`config.mk`:
```
export PLATFORM = sky130hd
export DESIGN_NAME = signed_hex_sensor_frame_parser_unit
export DESIGN_NICKNAME = d
export VERILOG_FILES = /design/src/rtl/shsfp_pkg.sv /design/src/rtl/signed_hex_sensor_frame_parser_unit.sv
export SDC_FILE = /design/constraint.sdc
export NUM_CORES = 1
export LEC_CHECK = 0
export ABC_AREA = 0
export BUFFER_PORTS_ARGS = -buffer_cell sky130_fd_sc_hd__buf_2
export CAP_MARGIN = 30
export CORE_MARGIN = 2
export CORE_UTILIZATION = 62
export CTS_CLUSTER_DIAMETER = 30
export DETAILED_ROUTE_END_ITERATION = 8
export GPL_TIMING_DRIVEN = 1
export MAX_ROUTING_LAYER = met4
export PLACE_DENSITY = 0.85
export REMOVE_ABC_BUFFERS = 1
export SYNTH_ARGS = -nofsm -noshare
export SYNTH_HDL_FRONTEND = slang
export SYNTH_SLANG_ARGS = --single-unit
```
`constraint.sdc`:
```
create_clock -name clk_i -period 7.2 [get_ports clk_i]
set_clock_uncertainty 0.05 [all_clocks]
set_input_delay 0.36 -clock clk_i [delete_from_list [all_inputs] [get_ports clk_i]]
set_output_delay 0.36 -clock clk_i [all_outputs]
set_load 0.01 [all_outputs]
```
`src/rtl/shsfp_pkg.sv`:
```
// Package for the signed hex sensor frame parser.
// Holds widths, character codes, register indexes and the character decoder.
// Used by signed_hex_sensor_frame_parser_unit; depends on nothing.
`default_nettype none

package shsfp_pkg;

  localparam int SensorCountDef    = 2;
  localparam int FrameBodyBytesDef = 34;

  localparam int ByteW  = 8;
  localparam int PosW   = 6;
  localparam int AccW   = 16;
  localparam int ValW   = 17;
  localparam int ChanW  = 2;
  localparam int CfgIdxW = 1;

  localparam logic [ByteW-1:0] CharNeg = 8'h6E;
  localparam logic [ByteW-1:0] CharPos = 8'h70;

  typedef enum logic [CfgIdxW-1:0] {
    CfgStartByte     = 1'b0,
    CfgAirflowEnable = 1'b1
  } cfg_idx_e;

  typedef struct packed {
    logic [3:0] digit;
    logic       neg;
    logic       bad;
  } char_info_t;

  function automatic char_info_t decode_char(input logic [ByteW-1:0] ch);
    char_info_t info;
    info = '{digit: 4'd0, neg: 1'b0, bad: 1'b0};
    if (ch == CharNeg) begin
      info.neg = 1'b1;
    end else if (ch == CharPos) begin
      info.neg = 1'b0;
    end else if (ch inside {[8'h30:8'h39]}) begin
      info.digit = 4'(ch - 8'h30);
    end else if (ch inside {[8'h61:8'h66]}) begin
      info.digit = 4'(ch - 8'h57);
    end else if (ch inside {[8'h41:8'h46]}) begin
      info.digit = 4'(ch - 8'h37);
    end else begin
      info.bad = 1'b1;
    end
    return info;
  endfunction

endpackage

`default_nettype wire

```
`src/rtl/signed_hex_sensor_frame_parser_unit.sv`:
```
// Top level of the signed hex sensor frame parser.
// Uses shsfp_pkg for widths, character codes, register indexes and the decoder.
//
// Usage: received bytes enter on the rx channel (valid/ready, one byte per
// transaction). While idle the block waits for a byte equal to the start_byte
// register; the FRAME_BODY_BYTES bytes that follow are the frame body. Each
// 8-byte group of the body (four hex characters of current, then four of
// voltage) yields one transaction on the result channel, carrying the channel
// index, signed milli-unit values, valid flags and end-of-frame summary.
// No result is sent while airflow_enable is 0. Bytes past the groups are
// dropped. Configuration is written through cfg_we_i/cfg_idx_i/cfg_wdata_i;
// the user must write it only while the block is idle, which the block does not enforce.
// Timing: an accepted byte is held in the input register and decoded into the
// result register when that register is free, so a result is registered from
// the last byte of its group. Throughput is one byte per cycle while the result
// receiver does not stall, set by the single decode pass between the two registers.
// Reset clears the frame state, sets start_byte to 0 and airflow_enable to 1.
// When the result receiver stalls, the held result and any buffered byte stay
// in place; once a byte is buffered, rx_ready_o drops until the result is taken.
`default_nettype none

module signed_hex_sensor_frame_parser_unit #(
  parameter int SENSOR_COUNT     = shsfp_pkg::SensorCountDef,
  parameter int FRAME_BODY_BYTES = shsfp_pkg::FrameBodyBytesDef
) (
  input  wire                              clk_i,
  input  wire                              rst_ni,
  input  wire                              cfg_we_i,
  input  wire [shsfp_pkg::CfgIdxW-1:0]     cfg_idx_i,
  input  wire [shsfp_pkg::ByteW-1:0]       cfg_wdata_i,
  input  wire                              rx_valid_i,
  output logic                             rx_ready_o,
  input  wire [shsfp_pkg::ByteW-1:0]       rx_byte_i,
  output logic                             res_valid_o,
  input  wire                              res_ready_i,
  output logic [shsfp_pkg::ChanW-1:0]      channel_o,
  output logic signed [shsfp_pkg::ValW-1:0] current_milli_o,
  output logic signed [shsfp_pkg::ValW-1:0] voltage_milli_o,
  output logic                             current_ok_o,
  output logic                             voltage_ok_o,
  output logic                             last_group_o,
  output logic                             frame_any_valid_o
);

  localparam int PosW  = shsfp_pkg::PosW;
  localparam int AccW  = shsfp_pkg::AccW;
  localparam int ValW  = shsfp_pkg::ValW;
  localparam int ByteW = shsfp_pkg::ByteW;
  localparam int GroupLimit = (2 * SENSOR_COUNT) < (FRAME_BODY_BYTES / 8) ?
                              (2 * SENSOR_COUNT) : (FRAME_BODY_BYTES / 8);

  logic [ByteW-1:0] start_byte_q;
  logic             airflow_en_q;

  logic             s1_valid_q, s1_valid_d;
  logic [ByteW-1:0] s1_byte_q;

  logic            in_frame_q, in_frame_d;
  logic [PosW-1:0] pos_q, pos_d;
  logic [AccW-1:0] acc_q, acc_d;
  logic            neg_q, neg_d;
  logic            good_q, good_d;
  logic [ValW-1:0] held_q, held_d;
  logic            held_ok_q, held_ok_d;
  logic            any_q, any_d;

  logic                    out_valid_q, out_valid_d;
  logic [shsfp_pkg::ChanW-1:0] chan_q, chan_d;
  logic [ValW-1:0]         cur_q, cur_d;
  logic [ValW-1:0]         volt_q, volt_d;
  logic                    cur_ok_q, cur_ok_d;
  logic                    volt_ok_q, volt_ok_d;
  logic                    last_q, last_d;
  logic                    fav_q, fav_d;

  logic                  take;
  logic                  work;
  logic [2:0]            grp;
  logic [2:0]            chr;
  logic                  in_group;
  logic                  seg_start;
  shsfp_pkg::char_info_t info;
  logic [AccW-1:0]       acc_n;
  logic                  neg_n;
  logic                  good_n;
  logic [ValW-1:0]       val_n;
  logic                  v_ok;
  logic                  is_last;
  logic [PosW:0]         pos_inc;

  assign take       = !out_valid_q || res_ready_i;
  assign work       = s1_valid_q && take;
  assign rx_ready_o = !s1_valid_q || take;

  always_comb begin
    grp       = pos_q[PosW-1:3];
    chr       = pos_q[2:0];
    in_group  = grp < 3'(GroupLimit);
    seg_start = (chr[1:0] == 2'd0);
    info      = shsfp_pkg::decode_char(s1_byte_q);
    acc_n     = {(seg_start ? 12'd0 : acc_q[11:0]), info.digit};
    neg_n     = (seg_start ? 1'b0 : neg_q) | info.neg;
    good_n    = (seg_start ? 1'b1 : good_q) & !info.bad;
    val_n     = neg_n ? (ValW'(0) - {1'b0, acc_n}) : {1'b0, acc_n};
    v_ok      = held_ok_q && good_n;
    is_last   = (grp == 3'(GroupLimit - 1));
    pos_inc   = {1'b0, pos_q} + (PosW + 1)'(1);

    s1_valid_d = rx_ready_o ? rx_valid_i : s1_valid_q;
    in_frame_d = in_frame_q;
    pos_d      = pos_q;
    acc_d      = acc_q;
    neg_d      = neg_q;
    good_d     = good_q;
    held_d     = held_q;
    held_ok_d  = held_ok_q;
    any_d      = any_q;

    out_valid_d = take ? 1'b0 : out_valid_q;
    chan_d      = chan_q;
    cur_d       = cur_q;
    volt_d      = volt_q;
    cur_ok_d    = cur_ok_q;
    volt_ok_d   = volt_ok_q;
    last_d      = last_q;
    fav_d       = fav_q;

    if (work) begin
      if (!in_frame_q) begin
        if (s1_byte_q == start_byte_q) begin
          in_frame_d = 1'b1;
          pos_d      = '0;
          any_d      = 1'b0;
        end
      end else begin
        if (in_group) begin
          acc_d  = acc_n;
          neg_d  = neg_n;
          good_d = good_n;
          if (chr == 3'd3) begin
            held_ok_d = good_n;
            held_d    = good_n ? val_n : '0;
          end else if (chr == 3'd7) begin
            any_d       = any_q | v_ok;
            out_valid_d = airflow_en_q;
            chan_d      = grp[1:0];
            cur_d       = held_q;
            volt_d      = v_ok ? val_n : '0;
            cur_ok_d    = held_ok_q;
            volt_ok_d   = v_ok;
            last_d      = is_last;
            fav_d       = is_last && (any_q | v_ok);
          end
        end
        if (pos_inc >= (PosW + 1)'(FRAME_BODY_BYTES)) begin
          in_frame_d = 1'b0;
          pos_d      = '0;
        end else begin
          pos_d = pos_inc[PosW-1:0];
        end
      end
    end
  end

  always_ff @(posedge clk_i or negedge rst_ni) begin
    if (!rst_ni) begin
      start_byte_q <= '0;
      airflow_en_q <= 1'b1;
    end else if (cfg_we_i) begin
      case (shsfp_pkg::cfg_idx_e'(cfg_idx_i))
        shsfp_pkg::CfgStartByte:     start_byte_q <= cfg_wdata_i;
        shsfp_pkg::CfgAirflowEnable: airflow_en_q <= cfg_wdata_i[0];
        default: ;
      endcase
    end
  end

  always_ff @(posedge clk_i or negedge rst_ni) begin
    if (!rst_ni) begin
      s1_valid_q  <= 1'b0;
      in_frame_q  <= 1'b0;
      pos_q       <= '0;
      acc_q       <= '0;
      neg_q       <= 1'b0;
      good_q      <= 1'b1;
      held_q      <= '0;
      held_ok_q   <= 1'b0;
      any_q       <= 1'b0;
      out_valid_q <= 1'b0;
    end else begin
      s1_valid_q  <= s1_valid_d;
      in_frame_q  <= in_frame_d;
      pos_q       <= pos_d;
      acc_q       <= acc_d;
      neg_q       <= neg_d;
      good_q      <= good_d;
      held_q      <= held_d;
      held_ok_q   <= held_ok_d;
      any_q       <= any_d;
      out_valid_q <= out_valid_d;
    end
  end

  always_ff @(posedge clk_i) begin
    if (rx_ready_o) begin
      s1_byte_q <= rx_byte_i;
    end
    chan_q    <= chan_d;
    cur_q     <= cur_d;
    volt_q    <= volt_d;
    cur_ok_q  <= cur_ok_d;
    volt_ok_q <= volt_ok_d;
    last_q    <= last_d;
    fav_q     <= fav_d;
  end

  assign res_valid_o       = out_valid_q;
  assign channel_o         = chan_q;
  assign current_milli_o   = cur_q;
  assign voltage_milli_o   = volt_q;
  assign current_ok_o      = cur_ok_q;
  assign voltage_ok_o      = volt_ok_q;
  assign last_group_o      = last_q;
  assign frame_any_valid_o = fav_q;

  a_volt_needs_cur: assert property (@(posedge clk_i) disable iff (!rst_ni)
    res_valid_o |-> (!voltage_ok_o || current_ok_o))
    else $error("voltage_ok set without current_ok");

  a_any_only_last: assert property (@(posedge clk_i) disable iff (!rst_ni)
    res_valid_o |-> (!frame_any_valid_o || (last_group_o && voltage_ok_o) ||
                     last_group_o))
    else $error("frame_any_valid set on a group that is not last");

  a_bad_cur_zero: assert property (@(posedge clk_i) disable iff (!rst_ni)
    (res_valid_o && !current_ok_o) |-> (current_milli_o == '0))
    else $error("bad current carries a nonzero value");

  a_pos_in_body: assert property (@(posedge clk_i) disable iff (!rst_ni)
    (pos_q < PosW'(FRAME_BODY_BYTES)) && (in_frame_q || (pos_q == '0)))
    else $error("frame position out of range");

  a_emit_at_group_end: assert property (@(posedge clk_i) disable iff (!rst_ni)
    (res_valid_o && !$past(res_valid_o)) |-> ($past(chr) == 3'd7))
    else $error("result appeared away from the end of a group");

endmodule

`default_nettype wire

```
==> qor.txt <==
Run status -> complete, no violations
Post-synthesis sequential area ratio -> 0.5779
DP HPWL -> 6788 um
Number of instances resized during post-cts repair -> 0
Synthesis-stage register bit count -> 99
Maximum fanout encountered on the critical timing path -> 10
Number of hold-slack violations in the final timing report -> 0
Headroom to the max-slew limit -> 0.3997
Initial Utilization -> 0.6455
Residual overflow from global routing -> 0
First drt pass iteration count -> 5
Die Y-Extent -> 91.13 um
Worst endpoint data arrival time -> 3.27 ns
Internal power component -> 944.3 uW
Synthesized area divided by synthesized cell count -> 11.26 um2
Share of synthesized flip-flops with an asynchronous set or reset -> 0.5152
Adder-cell share of the synthesized area -> 0.02658
Post-layout min period -> 3.222 ns
Max rail drop VDD -> 0.2015 mV
Number of instances in the synthesized netlist -> 418
Synthesized-area fraction occupied by ao, oa, aoi and oai cells -> 0.1435
Number of nets still failing antenna checks after routing -> 0
Total design power -> 1.463 mW
Switching share of power -> 0.3547
Minimum setup slack among reg-to-reg paths -> 3.98 ns
Main flop type after synthesis -> sky130_fd_sc_hd__dfrtp_1
Routed vias -> 3,438
Most used cells in the layout excluding fill and tap cells -> 63 x sky130_fd_sc_hd__buf_2, 54 x sky130_fd_sc_hd__nand2_1, 49 x sky130_fd_sc_hd__dfrtp_1
Fraction of met1 tracks used by global routing -> 0.3032
Final critical-path setup slack -> 3.978 ns
Total die area -> 0.008305 mm2
Core area -> 0.007292 mm2
Standard-cell row count -> 31
Crit share post-route -> 0.4475
Least-Margin Pin Slew -> 0.9004 ns
Power share of the sequential group -> 0.498
TritonCTS sink count -> 99
Post-CTS setup buffers -> 0
Data required, critical path -> 7.25 ns
Number of hold buffers added after CTS -> 0
Post-synth EDFFs -> 48
Total standard cell area after synthesis -> 0.004707 mm2
DRC marker count from the first detailed-route iteration -> 211
Pre-CTS setup slack -> 4.021 ns
PortBufs -> 63
Share of synthesized area spent on multiplexers -> 0.03296
Crit path launch type -> flip-flop
Class of the tightest hold or removal check -> input pin to asynchronous set/reset pin
Ant. Diodes -> 0
Signed area change from the synthesized netlist to the final layout -> 12.44%
Count of unresolved DRC violations after routing -> 0
Number of pins with negative max-slew slack in the final report -> 0
Clock Tree Buf Depth -> 2
Area of all placed cells without fillers -> 0.005293 mm2
Global-route track usage on met3 -> 0.04564
Critical Path End Type -> flip-flop
Via density per instance -> 5.928
Clock slew at the register clock pins of the worst setup and hold paths -> 0.10 ns
Width of the die -> 91.13 um
Static leakage -> 2.196 nW
Max-cap violations -> 0
Gpl congestion -> 0.9369
Maximum number of pins on one net before global-route repair -> 52
Share of post-route cells with drive strength above 1 -> 0.2391
Boundary Pins -> 64
Share of synthesized cell area in and, or, nand and nor gates -> 0.1614
Crit Path Category -> flip-flop to flip-flop
Post-placement cell area -> 0.005097 mm2
Worst slack on hold paths -> 0.04195 ns
Antenna violations before repair -> 0
RSZ-0062 raised after global routing -> no
Xor-xnor portion of the synthesized cell area -> 0.02977
Power density over cell area -> 276.5 mW/mm2
Clock tree from TritonCTS -> built
Dominant combinational cell family by area after synthesis -> simple AND/OR/NAND/NOR gates
Via count of the first global-routing pass -> 3,436
Wire length per cell -> 16.76 um
Number of distinct standard cells referenced by the synthesized netlist -> 68
Wire length reported by the detailed router -> 9721 um
Most crowded layer after global routing -> met2
Wire length of the first global-routing pass -> 16,300 um
Total of endpoints with negative setup slack in the final report -> 0
Cell at the root of the clock tree -> sky130_fd_sc_hd__clkbuf_8
Maximum operating frequency -> 310.4 MHz
Num CTS Buffers -> 9
Deepest level of the CTS H-tree -> 3
Count of yosys warnings during synthesis -> 0
Met2 Track Usage GR -> 0.4278
Final total negative setup slack -> 0 ns
Clock network fraction of total power -> 0.234
Net switching power of the design -> 519.1 uW
Worst-skew pair later-pin latency -> 0.37 ns
Post-route non-filler standard cell count -> 580
Most common library cell in the layout ignoring fill and taps -> sky130_fd_sc_hd__buf_2
Comb power frac -> 0.268
Final #Nets -> 508
Overall global routing resource usage -> 0.2547
Final design utilization -> 0.7258
Placed instance count -> 564
-- kinds of logic (layout without fill, tap and decap cells) --
group                      Yosys count  in the layout
DFF                                 99             99
buffers and inverters               32             95
xor gates and xnor gates            16             16
and+or+nand+nor                    152            152
muxes                               14             14
AOI/OAI and AO/OA                   95             95
adders and majority gates           10             10
-- critical path: stages (launching register included) --
cell and delay [ns]:
sky130_fd_sc_hd__edfxtp_1 0.58, sky130_fd_sc_hd__inv_1 0.15, sky130_fd_sc_hd__ha_1 0.22, sky130_fd_sc_hd__nor3b_2 0.29
sky130_fd_sc_hd__a311oi_4 0.10, sky130_fd_sc_hd__a22oi_2 0.49, sky130_fd_sc_hd__ha_1 0.35, sky130_fd_sc_hd__a41oi_1 0.23
sky130_fd_sc_hd__a221oi_1 0.42, sky130_fd_sc_hd__nor2_1 0.06
-- path summary, 6_finish.rpt --
kind,end,from,depth (start not counted)
min in group clk_i,s1_byte_q[6],rx_byte_i[6],1
setup reg to reg,voltage_milli_o[12],s1_byte_q[0],9
hold reg to reg,current_milli_o[14],held_q[14],0
hold / removal,pos_q[1],rst_ni,2
max in group asynchronous,held_q[8],rst_ni,2
setup / recovery,voltage_milli_o[12],s1_byte_q[0],9
-- layout make-up --
class | count | area (um2)
Clock buffer | 9 | 123.9
Clock inverter | 7 | 71.32
Fill cell | 535 | 1999
Inverter | 12 | 45.04
Multi-Input combinational cell | 287 | 1863
Sequential cell | 99 | 2720
Tap cell | 99 | 123.9
Timing Repair Buffer | 67 | 345.3
-- synthesized netlist by cell type (6+ instances only) --
cell type	instances	area (um2)
sky130_fd_sc_hd__xor2_1	14	122.6
sky130_fd_sc_hd__ha_1	10	125.1
sky130_fd_sc_hd__dfrtp_1	49	1226
sky130_fd_sc_hd__clkbuf_1	16	60.06
sky130_fd_sc_hd__a31oi_1	6	37.54
sky130_fd_sc_hd__mux2_2	12	135.1
sky130_fd_sc_hd__nand3_1	6	30.03
sky130_fd_sc_hd__inv_1	12	45.04
sky130_fd_sc_hd__o21ai_0	23	115.1
sky130_fd_sc_hd__nor2_1	39	146.4
sky130_fd_sc_hd__edfxtp_1	48	1441
sky130_fd_sc_hd__nand2_1	54	202.7
sky130_fd_sc_hd__nor2b_1	10	62.56
sky130_fd_sc_hd__a21oi_1	21	105.1
-- flip-flops by register name (all words and copies together) (netlist names), 2 cells and up --
signal / count
held_q: 17
acc_q: 12
current_milli_o: 17
s1_byte_q: 8
channel_o: 2
pos_q: 6
voltage_milli_o: 17
start_byte_q: 8
-- layer usage --
metal | vias to the layer above | routed length (um)
met5 | - | 0
met4 | 0 | 285
met3 | 26 | 478
met2 | 144 | 4890
met1 | 1641 | 4067
li1 | 1627 | -
-- power groups by stage --
stage	logic [mW]	registers [mW]	clock network [mW]
after floorplan	0.278	0.727	0
after global placement	0.380	0.736	0
after detailed placement	0.387	0.740	0
after CTS	0.389	0.728	0.344
after global routing	0.435	0.740	0.364
final	0.392	0.729	0.342
Power figures use the tool's default switching activity.
